**config.mk**
```make
export PLATFORM = sky130hd
export DESIGN_NAME = i2c_write_sequencer_flat
export DESIGN_NICKNAME = d
export VERILOG_FILES = /design/src/design/i2cws_pkg.sv /design/src/design/i2cws_in_if.sv /design/src/design/i2cws_out_if.sv /design/src/design/i2cws_step.sv /design/src/design/i2c_write_sequencer.sv /design/src/flat_wrapper.sv
export VERILOG_INCLUDE_DIRS = /design/src /design/src/design
export SDC_FILE = /design/constraint.sdc
export NUM_CORES = 1
export LEC_CHECK = 0
export ABC_CLOCK_PERIOD_IN_PS = 6650
export BUFFER_PORTS_ARGS = -buffer_cell sky130_fd_sc_hd__buf_2
export CAP_MARGIN = 20
export CORE_ASPECT_RATIO = 0.9
export CORE_MARGIN = 8
export CORE_UTILIZATION = 30
export CTS_BUF_LIST = sky130_fd_sc_hd__clkbuf_8
export DETAILED_ROUTE_END_ITERATION = 6
export GPL_ROUTABILITY_DRIVEN = 0
export SLEW_MARGIN = 30
export SYNTH_ARGS = -nofsm -noshare
export SYNTH_HDL_FRONTEND = slang
export SYNTH_SLANG_ARGS = --single-unit
```
**constraint.sdc**
```tcl
create_clock -name clk -period 6.65 [get_ports clk]
set_clock_uncertainty 0.15 [all_clocks]
set_input_delay 1.33 -clock clk [delete_from_list [all_inputs] [get_ports clk]]
set_output_delay 1.33 -clock clk [all_outputs]
set_load 0.005 [all_outputs]
```
**src/design/assert_macros.svh**
```systemverilog
// Assertion macros shared by the sequencer RTL.
// Each macro samples on clk and is disabled while rst_n is low.
`ifndef ASSERT_MACROS_SVH
`define ASSERT_MACROS_SVH

// Same-cycle implication: cons must hold whenever ante holds.
`define ASSERT_SAME(lbl, ante, cons, msg) \
  lbl: assert property (@(posedge clk) disable iff (!rst_n) (ante) |-> (cons)) \
    else $error(msg);

// Next-cycle implication: cons must hold in the cycle after ante.
`define ASSERT_NEXT(lbl, ante, cons, msg) \
  lbl: assert property (@(posedge clk) disable iff (!rst_n) (ante) |=> (cons)) \
    else $error(msg);

`endif

```
**src/design/i2cws_pkg.sv**
```systemverilog
// Shared types and constants for the I2C write sequencer.
// No dependencies; used by the step engine and the top level.
package i2cws_pkg;

  // Operation codes of an input transaction
  localparam logic [1:0] OP_TICK  = 2'd0;
  localparam logic [1:0] OP_CMD   = 2'd1;
  localparam logic [1:0] OP_DATA  = 2'd2;

  // Byte constants
  localparam logic [7:0] DEV_ADDR_RESET = 8'h78;
  localparam logic [7:0] CTRL_COMMAND   = 8'h00;
  localparam logic [7:0] CTRL_DATA      = 8'h40;

  // Sequencer phases
  typedef enum logic [3:0] {
    ST_IDLE  = 4'b0001,
    ST_START = 4'b0010,
    ST_BYTE  = 4'b0100,
    ST_STOP  = 4'b1000
  } seq_state_t;

  // Input item as held in the input register
  typedef struct packed {
    logic [1:0] op;
    logic [7:0] payload;
    logic       sda_in;
  } in_item_t;

  // Result item
  typedef struct packed {
    logic scl_level;
    logic sda_level;
    logic busy_res;
    logic ack_missing;
    logic request_refused;
  } out_item_t;

endpackage

```
**src/design/i2cws_in_if.sv**
```systemverilog
// Input channel of the I2C write sequencer: valid/ready plus item fields.
// Depends on nothing beyond the field widths fixed here.
interface i2cws_in_if;
  logic       valid;
  logic       ready;
  logic [1:0] op;
  logic [7:0] payload;
  logic       sda_in;

  modport source (output valid, output op, output payload, output sda_in, input ready);
  modport sink   (input valid, input op, input payload, input sda_in, output ready);
endinterface

```
**src/design/i2cws_out_if.sv**
```systemverilog
// Result channel of the I2C write sequencer: valid/ready plus pin and status fields.
// Depends on nothing beyond the field widths fixed here.
interface i2cws_out_if;
  logic valid;
  logic ready;
  logic scl_level;
  logic sda_level;
  logic busy_res;
  logic ack_missing;
  logic request_refused;

  modport source (output valid, output scl_level, output sda_level, output busy_res,
                  output ack_missing, output request_refused, input ready);
  modport sink   (input valid, input scl_level, input sda_level, input busy_res,
                  input ack_missing, input request_refused, output ready);
endinterface

```
**src/design/i2cws_step.sv**
```systemverilog
// Step engine: sequencer state, pin registers and one pin action per transaction.
// Depends on i2cws_pkg and assert_macros.svh.
`include "assert_macros.svh"

module i2cws_step (
  input  logic                 clk,
  input  logic                 rst_n,
  input  logic                 advance,
  input  i2cws_pkg::in_item_t  item,
  input  logic [7:0]           dev_addr,
  output i2cws_pkg::out_item_t res
);

  // Slot numbers within one byte
  localparam logic [4:0] J_FIRST    = 5'd0;
  localparam logic [4:0] J_BITS_END = 5'd24;
  localparam logic [4:0] J_LOW_A    = 5'd24;
  localparam logic [4:0] J_LOW_B    = 5'd25;
  localparam logic [4:0] J_RELEASE  = 5'd26;
  localparam logic [4:0] J_ACK_HIGH = 5'd27;
  localparam logic [4:0] J_ACK_SAMP = 5'd28;
  // Start/stop step numbers
  localparam logic [4:0] J_ONE      = 5'd1;
  localparam logic [4:0] J_TWO      = 5'd2;
  // Bit phases
  localparam logic [1:0] PH_LOW  = 2'd0;
  localparam logic [1:0] PH_DATA = 2'd1;
  localparam logic [1:0] PH_HIGH = 2'd2;
  // Byte indexes
  localparam logic [1:0] B_ADDR = 2'd0;
  localparam logic [1:0] B_CTRL = 2'd1;
  localparam logic [1:0] B_LAST = 2'd2;

  i2cws_pkg::seq_state_t state_r, state_nxt;
  logic [4:0] j_r, j_nxt;
  logic [1:0] ph_r, ph_nxt;
  logic [1:0] b_r, b_nxt;
  logic [7:0] hold_r, hold_nxt;
  logic       data_r, data_nxt;
  logic [7:0] shift_r, shift_nxt;
  logic       scl_r, scl_nxt;
  logic       sda_r, sda_nxt;
  logic       ack_r, ack_nxt;
  logic       refused;
  logic       is_start;
  logic [7:0] cur_byte;

  assign is_start = (item.op == i2cws_pkg::OP_CMD) || (item.op == i2cws_pkg::OP_DATA);

  // Byte to shift out for the current byte index
  always_comb begin
    priority if (b_r == B_ADDR) begin
      cur_byte = dev_addr;
    end else if (b_r == B_CTRL) begin
      cur_byte = data_r ? i2cws_pkg::CTRL_DATA : i2cws_pkg::CTRL_COMMAND;
    end else begin
      cur_byte = hold_r;
    end
  end

  // One pin action per transaction
  always_comb begin
    state_nxt = state_r;
    j_nxt     = j_r;
    ph_nxt    = ph_r;
    b_nxt     = b_r;
    hold_nxt  = hold_r;
    data_nxt  = data_r;
    shift_nxt = shift_r;
    scl_nxt   = scl_r;
    sda_nxt   = sda_r;
    ack_nxt   = ack_r;
    refused   = 1'b0;
    unique case (state_r)
      i2cws_pkg::ST_IDLE: begin
        if (is_start) begin
          hold_nxt  = item.payload;
          data_nxt  = (item.op == i2cws_pkg::OP_DATA);
          scl_nxt   = 1'b1;
          state_nxt = i2cws_pkg::ST_START;
          j_nxt     = J_ONE;
        end
      end
      i2cws_pkg::ST_START: begin
        refused = is_start;
        priority if (j_r == J_ONE) begin
          sda_nxt = 1'b1;
          j_nxt   = j_r + 5'd1;
        end else if (j_r == J_TWO) begin
          sda_nxt = 1'b0;
          j_nxt   = j_r + 5'd1;
        end else begin
          scl_nxt   = 1'b0;
          state_nxt = i2cws_pkg::ST_BYTE;
          j_nxt     = J_FIRST;
          ph_nxt    = PH_LOW;
          b_nxt     = B_ADDR;
        end
      end
      i2cws_pkg::ST_BYTE: begin
        refused = is_start;
        if (j_r < J_BITS_END) begin
          // low / set bit / high triples, MSB first
          if (j_r == J_FIRST) shift_nxt = cur_byte;
          unique case (ph_r)
            PH_LOW:  scl_nxt = 1'b0;
            PH_DATA: begin
              sda_nxt   = shift_r[7];
              shift_nxt = {shift_r[6:0], 1'b0};
            end
            PH_HIGH: scl_nxt = 1'b1;
            default: ;
          endcase
          ph_nxt = (ph_r == PH_HIGH) ? PH_LOW : ph_r + 2'd1;
          j_nxt  = j_r + 5'd1;
        end else if (j_r == J_LOW_A || j_r == J_LOW_B) begin
          scl_nxt = 1'b0;
          j_nxt   = j_r + 5'd1;
        end else if (j_r == J_RELEASE) begin
          sda_nxt = 1'b1;
          j_nxt   = j_r + 5'd1;
        end else if (j_r == J_ACK_HIGH) begin
          scl_nxt = 1'b1;
          j_nxt   = j_r + 5'd1;
        end else if (j_r == J_ACK_SAMP) begin
          // sample acknowledge, close the slot
          ack_nxt = item.sda_in;
          scl_nxt = 1'b0;
          j_nxt   = J_FIRST;
          ph_nxt  = PH_LOW;
          if (b_r == B_LAST) begin
            state_nxt = i2cws_pkg::ST_STOP;
          end else begin
            b_nxt = b_r + 2'd1;
          end
        end
      end
      i2cws_pkg::ST_STOP: begin
        refused = is_start;
        priority if (j_r == J_FIRST) begin
          sda_nxt = 1'b0;
          j_nxt   = j_r + 5'd1;
        end else if (j_r == J_ONE) begin
          scl_nxt = 1'b1;
          j_nxt   = j_r + 5'd1;
        end else begin
          sda_nxt   = 1'b1;
          state_nxt = i2cws_pkg::ST_IDLE;
          j_nxt     = J_FIRST;
        end
      end
      default: state_nxt = i2cws_pkg::ST_IDLE;
    endcase
  end

  // Result of this step
  always_comb begin
    res.scl_level       = scl_nxt;
    res.sda_level       = sda_nxt;
    res.busy_res        = (state_nxt != i2cws_pkg::ST_IDLE);
    res.ack_missing     = ack_nxt;
    res.request_refused = refused;
  end

  // State registers, updated once per consumed transaction
  always_ff @(posedge clk) begin
    if (!rst_n) begin
      state_r <= i2cws_pkg::ST_IDLE;
      j_r     <= 5'd0;
      ph_r    <= PH_LOW;
      b_r     <= B_ADDR;
      hold_r  <= 8'd0;
      data_r  <= 1'b0;
      shift_r <= 8'd0;
      scl_r   <= 1'b1;
      sda_r   <= 1'b1;
      ack_r   <= 1'b0;
    end else if (advance) begin
      state_r <= state_nxt;
      j_r     <= j_nxt;
      ph_r    <= ph_nxt;
      b_r     <= b_nxt;
      hold_r  <= hold_nxt;
      data_r  <= data_nxt;
      shift_r <= shift_nxt;
      scl_r   <= scl_nxt;
      sda_r   <= sda_nxt;
      ack_r   <= ack_nxt;
    end
  end

  `ASSERT_SAME(a_ph_range, state_r == i2cws_pkg::ST_BYTE, ph_r != 2'd3, "bit phase out of range")
  `ASSERT_NEXT(a_stop_done, advance && state_r == i2cws_pkg::ST_STOP && j_r == J_TWO, state_r == i2cws_pkg::ST_IDLE && sda_r && scl_r, "stop did not end idle with lines high")
  `ASSERT_NEXT(a_ack_sample, advance && state_r == i2cws_pkg::ST_BYTE && j_r == J_ACK_SAMP, ack_r == $past(item.sda_in), "acknowledge not captured")

endmodule

```
**src/design/i2c_write_sequencer.sv**
```systemverilog
// I2C write sequencer: each accepted transaction advances the bus by one pin step, in
// order, through start, address byte, control byte (0x00 command, 0x40 data), payload
// byte with acknowledge slots, and stop: 94 steps per write. Op 1 or 2 starts a write
// when idle; other transactions are ticks. One result per input, through the input register
// and then the result register, at one transaction per clock while out_ch.ready does not
// stall the result register; the step engine's next-state logic is combinational. A start
// request while busy is flagged and treated as a tick. A missing acknowledge is
// reported and stays set until the next acknowledge slot.
// Depends on i2cws_pkg, the channel interfaces, i2cws_step and assert_macros.svh.
`include "assert_macros.svh"

module i2c_write_sequencer (
  input  logic         clk,
  input  logic         rst_n,
  i2cws_in_if.sink     in_ch,
  i2cws_out_if.source  out_ch,
  input  logic         cfg_wr_en,
  input  logic [7:0]   cfg_wr_data
);

  logic [7:0]           dev_addr_r;
  i2cws_pkg::in_item_t  in_r;
  logic                 in_valid_r;
  i2cws_pkg::out_item_t out_r;
  logic                 out_valid_r;
  i2cws_pkg::out_item_t res;
  logic                 advance;

  // Move the held transaction into the result register when there is room
  assign advance     = in_valid_r && (!out_valid_r || out_ch.ready);
  assign in_ch.ready = !in_valid_r || advance;

  // Device address register
  always_ff @(posedge clk) begin
    if (!rst_n) begin
      dev_addr_r <= i2cws_pkg::DEV_ADDR_RESET;
    end else if (cfg_wr_en) begin
      dev_addr_r <= cfg_wr_data;
    end
  end

  // Input register
  always_ff @(posedge clk) begin
    if (!rst_n) begin
      in_valid_r <= 1'b0;
    end else if (in_ch.ready) begin
      in_valid_r <= in_ch.valid;
    end
  end

  always_ff @(posedge clk) begin
    if (in_ch.ready && in_ch.valid) begin
      in_r.op      <= in_ch.op;
      in_r.payload <= in_ch.payload;
      in_r.sda_in  <= in_ch.sda_in;
    end
  end

  i2cws_step u_step (
    .clk      (clk),
    .rst_n    (rst_n),
    .advance  (advance),
    .item     (in_r),
    .dev_addr (dev_addr_r),
    .res      (res)
  );

  // Result register
  always_ff @(posedge clk) begin
    if (!rst_n) begin
      out_valid_r <= 1'b0;
    end else if (advance) begin
      out_valid_r <= 1'b1;
    end else if (out_ch.ready) begin
      out_valid_r <= 1'b0;
    end
  end

  always_ff @(posedge clk) begin
    if (advance) out_r <= res;
  end

  assign out_ch.valid           = out_valid_r;
  assign out_ch.scl_level       = out_r.scl_level;
  assign out_ch.sda_level       = out_r.sda_level;
  assign out_ch.busy_res        = out_r.busy_res;
  assign out_ch.ack_missing     = out_r.ack_missing;
  assign out_ch.request_refused = out_r.request_refused;

  `ASSERT_NEXT(a_in_hold, in_valid_r && out_valid_r && !out_ch.ready, in_valid_r, "held transaction dropped under stall")

endmodule
```
**src/flat_wrapper.sv**
```systemverilog
// flat-port wrapper written by rule: the top's interface ports become plain ports
module i2c_write_sequencer_flat 
  (clk, rst_n, cfg_wr_en, cfg_wr_data, in_ch_valid, in_ch_op, in_ch_payload, in_ch_sda_in, in_ch_ready, out_ch_valid, out_ch_scl_level, out_ch_sda_level, out_ch_busy_res, out_ch_ack_missing, out_ch_request_refused, out_ch_ready);
  i2cws_in_if in_ch_i ();
  i2cws_out_if out_ch_i ();
  input  logic clk;
  input  logic rst_n;
  input  logic cfg_wr_en;
  input  logic [7:0] cfg_wr_data;
  input wire logic [$bits(in_ch_i.valid)-1:0] in_ch_valid;
  input wire logic [$bits(in_ch_i.op)-1:0] in_ch_op;
  input wire logic [$bits(in_ch_i.payload)-1:0] in_ch_payload;
  input wire logic [$bits(in_ch_i.sda_in)-1:0] in_ch_sda_in;
  output wire logic [$bits(in_ch_i.ready)-1:0] in_ch_ready;
  output wire logic [$bits(out_ch_i.valid)-1:0] out_ch_valid;
  output wire logic [$bits(out_ch_i.scl_level)-1:0] out_ch_scl_level;
  output wire logic [$bits(out_ch_i.sda_level)-1:0] out_ch_sda_level;
  output wire logic [$bits(out_ch_i.busy_res)-1:0] out_ch_busy_res;
  output wire logic [$bits(out_ch_i.ack_missing)-1:0] out_ch_ack_missing;
  output wire logic [$bits(out_ch_i.request_refused)-1:0] out_ch_request_refused;
  input wire logic [$bits(out_ch_i.ready)-1:0] out_ch_ready;
  assign in_ch_i.valid = in_ch_valid;
  assign in_ch_i.op = in_ch_op;
  assign in_ch_i.payload = in_ch_payload;
  assign in_ch_i.sda_in = in_ch_sda_in;
  assign in_ch_ready = in_ch_i.ready;
  assign out_ch_valid = out_ch_i.valid;
  assign out_ch_scl_level = out_ch_i.scl_level;
  assign out_ch_sda_level = out_ch_i.sda_level;
  assign out_ch_busy_res = out_ch_i.busy_res;
  assign out_ch_ack_missing = out_ch_i.ack_missing;
  assign out_ch_request_refused = out_ch_i.request_refused;
  assign out_ch_i.ready = out_ch_ready;
  i2c_write_sequencer u_core (.clk(clk), .rst_n(rst_n), .in_ch(in_ch_i), .out_ch(out_ch_i), .cfg_wr_en(cfg_wr_en), .cfg_wr_data(cfg_wr_data));
endmodule
```
Word level (Yosys, flattened, before mapping). Index checks and enable logic that the tools add are counted.

$add $sub $neg: 3. $lt $le $gt $ge: 1. Muxes and demuxes: 73. Reduce and logical (&&, ||, !) cells: 21. Equal/unequal tests: 32.

Operators by type and width (count): 2-to-1 mux 5 bit (10); 2-to-1 mux 4 bit (11); 2-to-1 mux 8 bit (4); 2-to-1 mux 2 bit (14); 2-to-1 mux 1 bit (26); equality test 5 bit, second input constant (5); one-hot mux 5 bit (4 select lines) (1); != test 2 bit, second input constant (9); one-hot mux 4 bit (4 select lines) (1); != test 3 bit, second input constant (4); AND reduction 10 bit (1); one-hot mux 2 bit (2 select lines) (2); AND reduction 4 bit (2); AND reduction 8 bit (1); 2-to-1 mux 7 bit (1); equality test 2 x 1 -> 1 bit, second input constant (3); equality test 2 bit, second input constant (3); != test 6 bit, second input constant (1); nonzero test 2 bit (3); adder 5 x 1 -> 5 bit, second input constant (1); equality test 5 x 1 -> 1 bit, second input constant (1); equality test 5 x 2 -> 1 bit, second input constant (1); zero test 5 bit (1); < comparator 5 bit, second input constant (1); 16 further kinds (23).

Output and inout bits: 7. Bits in registers: 59. Bits of input ports: 24. Word-level logic and storage cells: 151.

Logic depth before layout (Yosys ltp).
Depth after elaboration: 9. Gate-level depth with buffers: 8. Depth with buffers taken out: 7.

Modules after synthesis. Synthesis repeated with hierarchy kept, for this count alone.

Cells, all modules: 303. Area, all modules: 2827.7 sq um.

By module, submodules not included: i2cws_step (area each 1966.9 sq um, instances 1, cells an instance 252, sequential area each 660.6 sq um); i2c_write_sequencer (area each 860.8 sq um, instances 1, cells an instance 51, sequential area each 680.7 sq um).

Worst setup path before layout. No wires, ideal clock.

Path kind: input -> output. From: input out_ch_ready. To: output in_ch_ready. Buffers on the path: 0. Data arrival time: 1.596 ns. Path slack: 3.574 ns. Data required time: 5.170 ns. Stages: 2. Path through: nor2b_1 nand2_1.

Word-level cells in the longest chain between the ends: 3.

RTL lines: from (decl) (RTL line flat_wrapper.sv:21) `input wire logic [$bits(out_ch_i.ready)-1:0] out_ch_ready;`; logical OR 1 bit (RTL line i2c_write_sequencer.sv:30) `assign advance = in_valid_r && (!out_valid_r || out_ch.ready);`; logical AND 1 bit (RTL line i2c_write_sequencer.sv:30); logical OR 1 bit (RTL line i2c_write_sequencer.sv:31) `assign in_ch.ready = !in_valid_r || advance;`; to (decl) (RTL line flat_wrapper.sv:14) `output wire logic [$bits(in_ch_i.ready)-1:0] in_ch_ready;`.

Every way passes these cells.

Worst setup path in the final report.
From: input out_ch_ready. To: register u_core.u_step.j_r[4].

Word-level cells in the longest chain between the ends: 3.

RTL lines: logical OR 1 bit (RTL line i2c_write_sequencer.sv:30); logical AND 1 bit (RTL line i2c_write_sequencer.sv:30); AND reduction 4 bit (no line); to (signal assigned) (RTL line i2cws_step.sv:180) `j_r <= j_nxt;`; to (decl) (RTL line i2cws_step.sv:35) `logic [4:0] j_r, j_nxt;`.

Every way passes these cells. A chain may end at the register's enable or synchronous reset.

==> results.cfg <==
[routing]
drc = 0
route.final.wire_length_um = 6570
avgRoutedWirePerCell_um = 14.0
vias = 2333
drtPass1Iterations = 4
drtIter0Drc = 188
ant_nets = 0
vias_per_cell = 4.96

[worst_setup_path]
regToRegSetupSlack_ns = 3.97
endpoint_kind = register
startpoint = out_ch_ready
reg2regPathDepth = 6
r2r_start = u_core.out_ch.valid
crit_path_start_kind = input port
worstPathMaxFanout = 28
setup.worst_path.end = u_core.u_step.j_r[4]
reg2reg_to = u_core.u_step.j_r[4]
critPathRequiredTime_ns = 6.72
crit_type = input port to register
arrival_ns = 3.48

[synth]
synthAdderAreaFrac = 0.0349
synth.area.top_cells = dfxtp_1, edfxtp_1, nand2_1
synth_compound_area_frac = 0.186
synthMuxAreaShare = 0.0498
ys.flop_type = dfxtp_1
syn_avg_cell_area_um2 = 8.96
synth.distinct_cells = 53
synth_seq_cells = 59
yosysWarnings = 0
async_flop_share = 0
syn-num-nets = 352
synth_area_leader_cell = dfxtp_1
synth_edf_count = 16
synth_top_family_by_area = simple AND/OR/NAND/NOR gates
ys_seq_area_frac = 0.468
synth_xor_xnor_area_share = 0.00611
syn-cell-area_mm2 = 0.00287
syn_inst = 320
synth-simple-area-share = 0.202
synth_top_area_frac = 0.300

[pwr]
leakage_uw = 0.00122
p_comb_frac = 0.080
vdd_ir_drop_max_uv = 106
power_density_mw_per_mm2 = 244
p_int_uw = 615
swShare = 0.235
power.switching_uw = 189
seqPwrFrac = 0.490
pwr-share-clk = 0.430

[sta]
setup-tns-final_ns = 0
worstMarginPinSlew_ns = 0.783
slew_headroom = 0.475
setup_viol = 0
fin_ws_ns = 3.24
fin_hold_ws_ns = 0.312
fin_crit_sh = 0.512
slew_violations = 0
rsz0062_at_grt = no
period_minus_slack_ns = 3.41
finalHoldViolCount = 0
fmax_ghz = 0.293

[job]
cap_violations = 0

[final_layout]
fillers = 957
design_area_mm2 = 0.00330
layout_common_cells = nand2_1, dfxtp_1, buf_2
seq_area_mm2 = 0.00134
drive_above_1_share = 0.157
antenna_cells = 0
fin_util = 0.348
multi_input_area_mm2 = 0.00137
num-nets-final = 371
layout_commonest_cell = nand2_1
syn2layout_area_growth_pct = 15.1

[worst_hold_path]
hp-start = u_core.u_step.shift_r[5]
min_path_type = register to register

[clocking]
cts_tree = yes
clk_pin_slew_ns = 0.07
insertion_delay_ns = 0.34
post_cts_buffers = 0
cts_hold_buffers = 0
ctsResizeCount = 0
htreeDepth = 3
cts.sinks = 59
cts_root_buf = clkbuf_8
cts_buffers = 9
cts_buffer_depth = 2

[place]
portBuffers = 30
dp_slack_ns = 2.89
place_area_mm2 = 0.00309
dp_hpwl_um = 4720

[die]
start_util = 0.302
coreArea_mm2 = 0.00949
die_w_um = 119
fp-row-count = 34
dieArea_mm2 = 0.0129
ioPinCount = 31
die_h_um = 109

[global_routing]
grt_pass1_vias = 2149
overflow = 0
grt_use_met2 = 0.147
grt_util_met3 = 0.0430
met1_usage = 0.144
grt.total_usage = 0.105
grt_pass1_wl_um = 11000
grt_max_degree = 29
grt-busiest-layer = met2
antenna_found_initial = 0

[status]
status = finished clean
-- state kept, by name, indices dropped and copies added (netlist names) --
signal,flops
u_core.dev_addr_r,8
u_core.in_r,11
u_core.in_valid_r,1
u_core.out_ch.ack_missing,1
u_core.out_ch.busy_res,1
u_core.out_ch.request_refused,1
u_core.out_ch.scl_level,1
u_core.out_ch.sda_level,1
u_core.out_ch.valid,1
u_core.u_step.ack_r,1
u_core.u_step.b_r,2
u_core.u_step.data_r,1
u_core.u_step.hold_r,8
u_core.u_step.j_r,5
u_core.u_step.ph_r,2
u_core.u_step.scl_r,1
u_core.u_step.sda_r,1
u_core.u_step.shift_r,8
u_core.u_step.state_r,4
-- cell families after synthesis --
logic type      after synthesis
compound gates               77
xor+xnor                      2
fa+ha+maj                     8
buf+inv                      39
flops                        59
mux                          14
simple gates                121
-- power groups by stage --
stage / registers [uW] / logic [uW] / clock network, uW
after floorplan: 396 / 49.8 / 0
after global placement: 401 / 63.5 / 0
after detailed placement: 401 / 64.4 / 0
after CTS: 394 / 64.8 / 356
after global routing: 395 / 73.6 / 373
final: 394 / 64.3 / 346
-- worst max-delay path: stages --
cell and delay (ns):
buf_2 0.10, nor2b_1 0.22, nand2b_1 0.32, clkinv_1 0.70, o221ai_2 0.46, nor2_1 0.10, o221a_2 0.25
-- worst min path at each step --
stage          cells after the start                       end
6_report                           2  u_core.u_step.shift_r[5]
5_1_grt                            2  u_core.u_step.shift_r[0]
4_1_cts                            2  u_core.u_step.shift_r[5]
3_5_place_dp                       2  u_core.u_step.shift_r[3]
3_3_place_gp                       2       u_core.u_step.ack_r
2_1_floorplan                      2       u_core.u_step.ack_r
-- final cells by class --
type,count,area share
Sequential cell,59,0.407
Clock inverter,7,0.0265
Timing Repair Buffer,31,0.0478
Tap cell,126,0.0478
Multi-Input combinational cell,222,0.416
Inverter,16,0.0182
Clock buffer,9,0.0375
-- synth_stat cells (2+ instances only) --
master	number
nor2_1	22
a32oi_1	2
nor2b_1	4
nor4_1	5
or2_2	2
o32ai_1	3
nor4b_1	2
dfxtp_1	43
ha_1	8
a21oi_1	28
nand4_1	2
clkbuf_1	18
inv_1	14
o311ai_0	6
o21ai_0	10
nand3_1	15
a211oi_1	4
nand2b_1	5
xor2_1	2
a41oi_1	2
and2_1	3
clkinv_1	2
o211ai_1	7
buf_2	3
nor3_1	6
edfxtp_1	16
nand2_1	48
mux2i_1	12
mux2_2	2
-- through the flow --
stage / power, uW / cells
floorplan: 446 / 320
global placement: 465 / 454
detailed placement: 466 / 454
CTS: 814 / 470
global route: 842 / 470
finish: 804 / 470
-- routing by layer --
metal	vias to the layer above	part of all wire
li1	1183	-
met1	1079	0.51
met2	69	0.42
met3	2	0.058
met4	0	0.0061
met5	-	0
(Power assumes the default switching activity.)
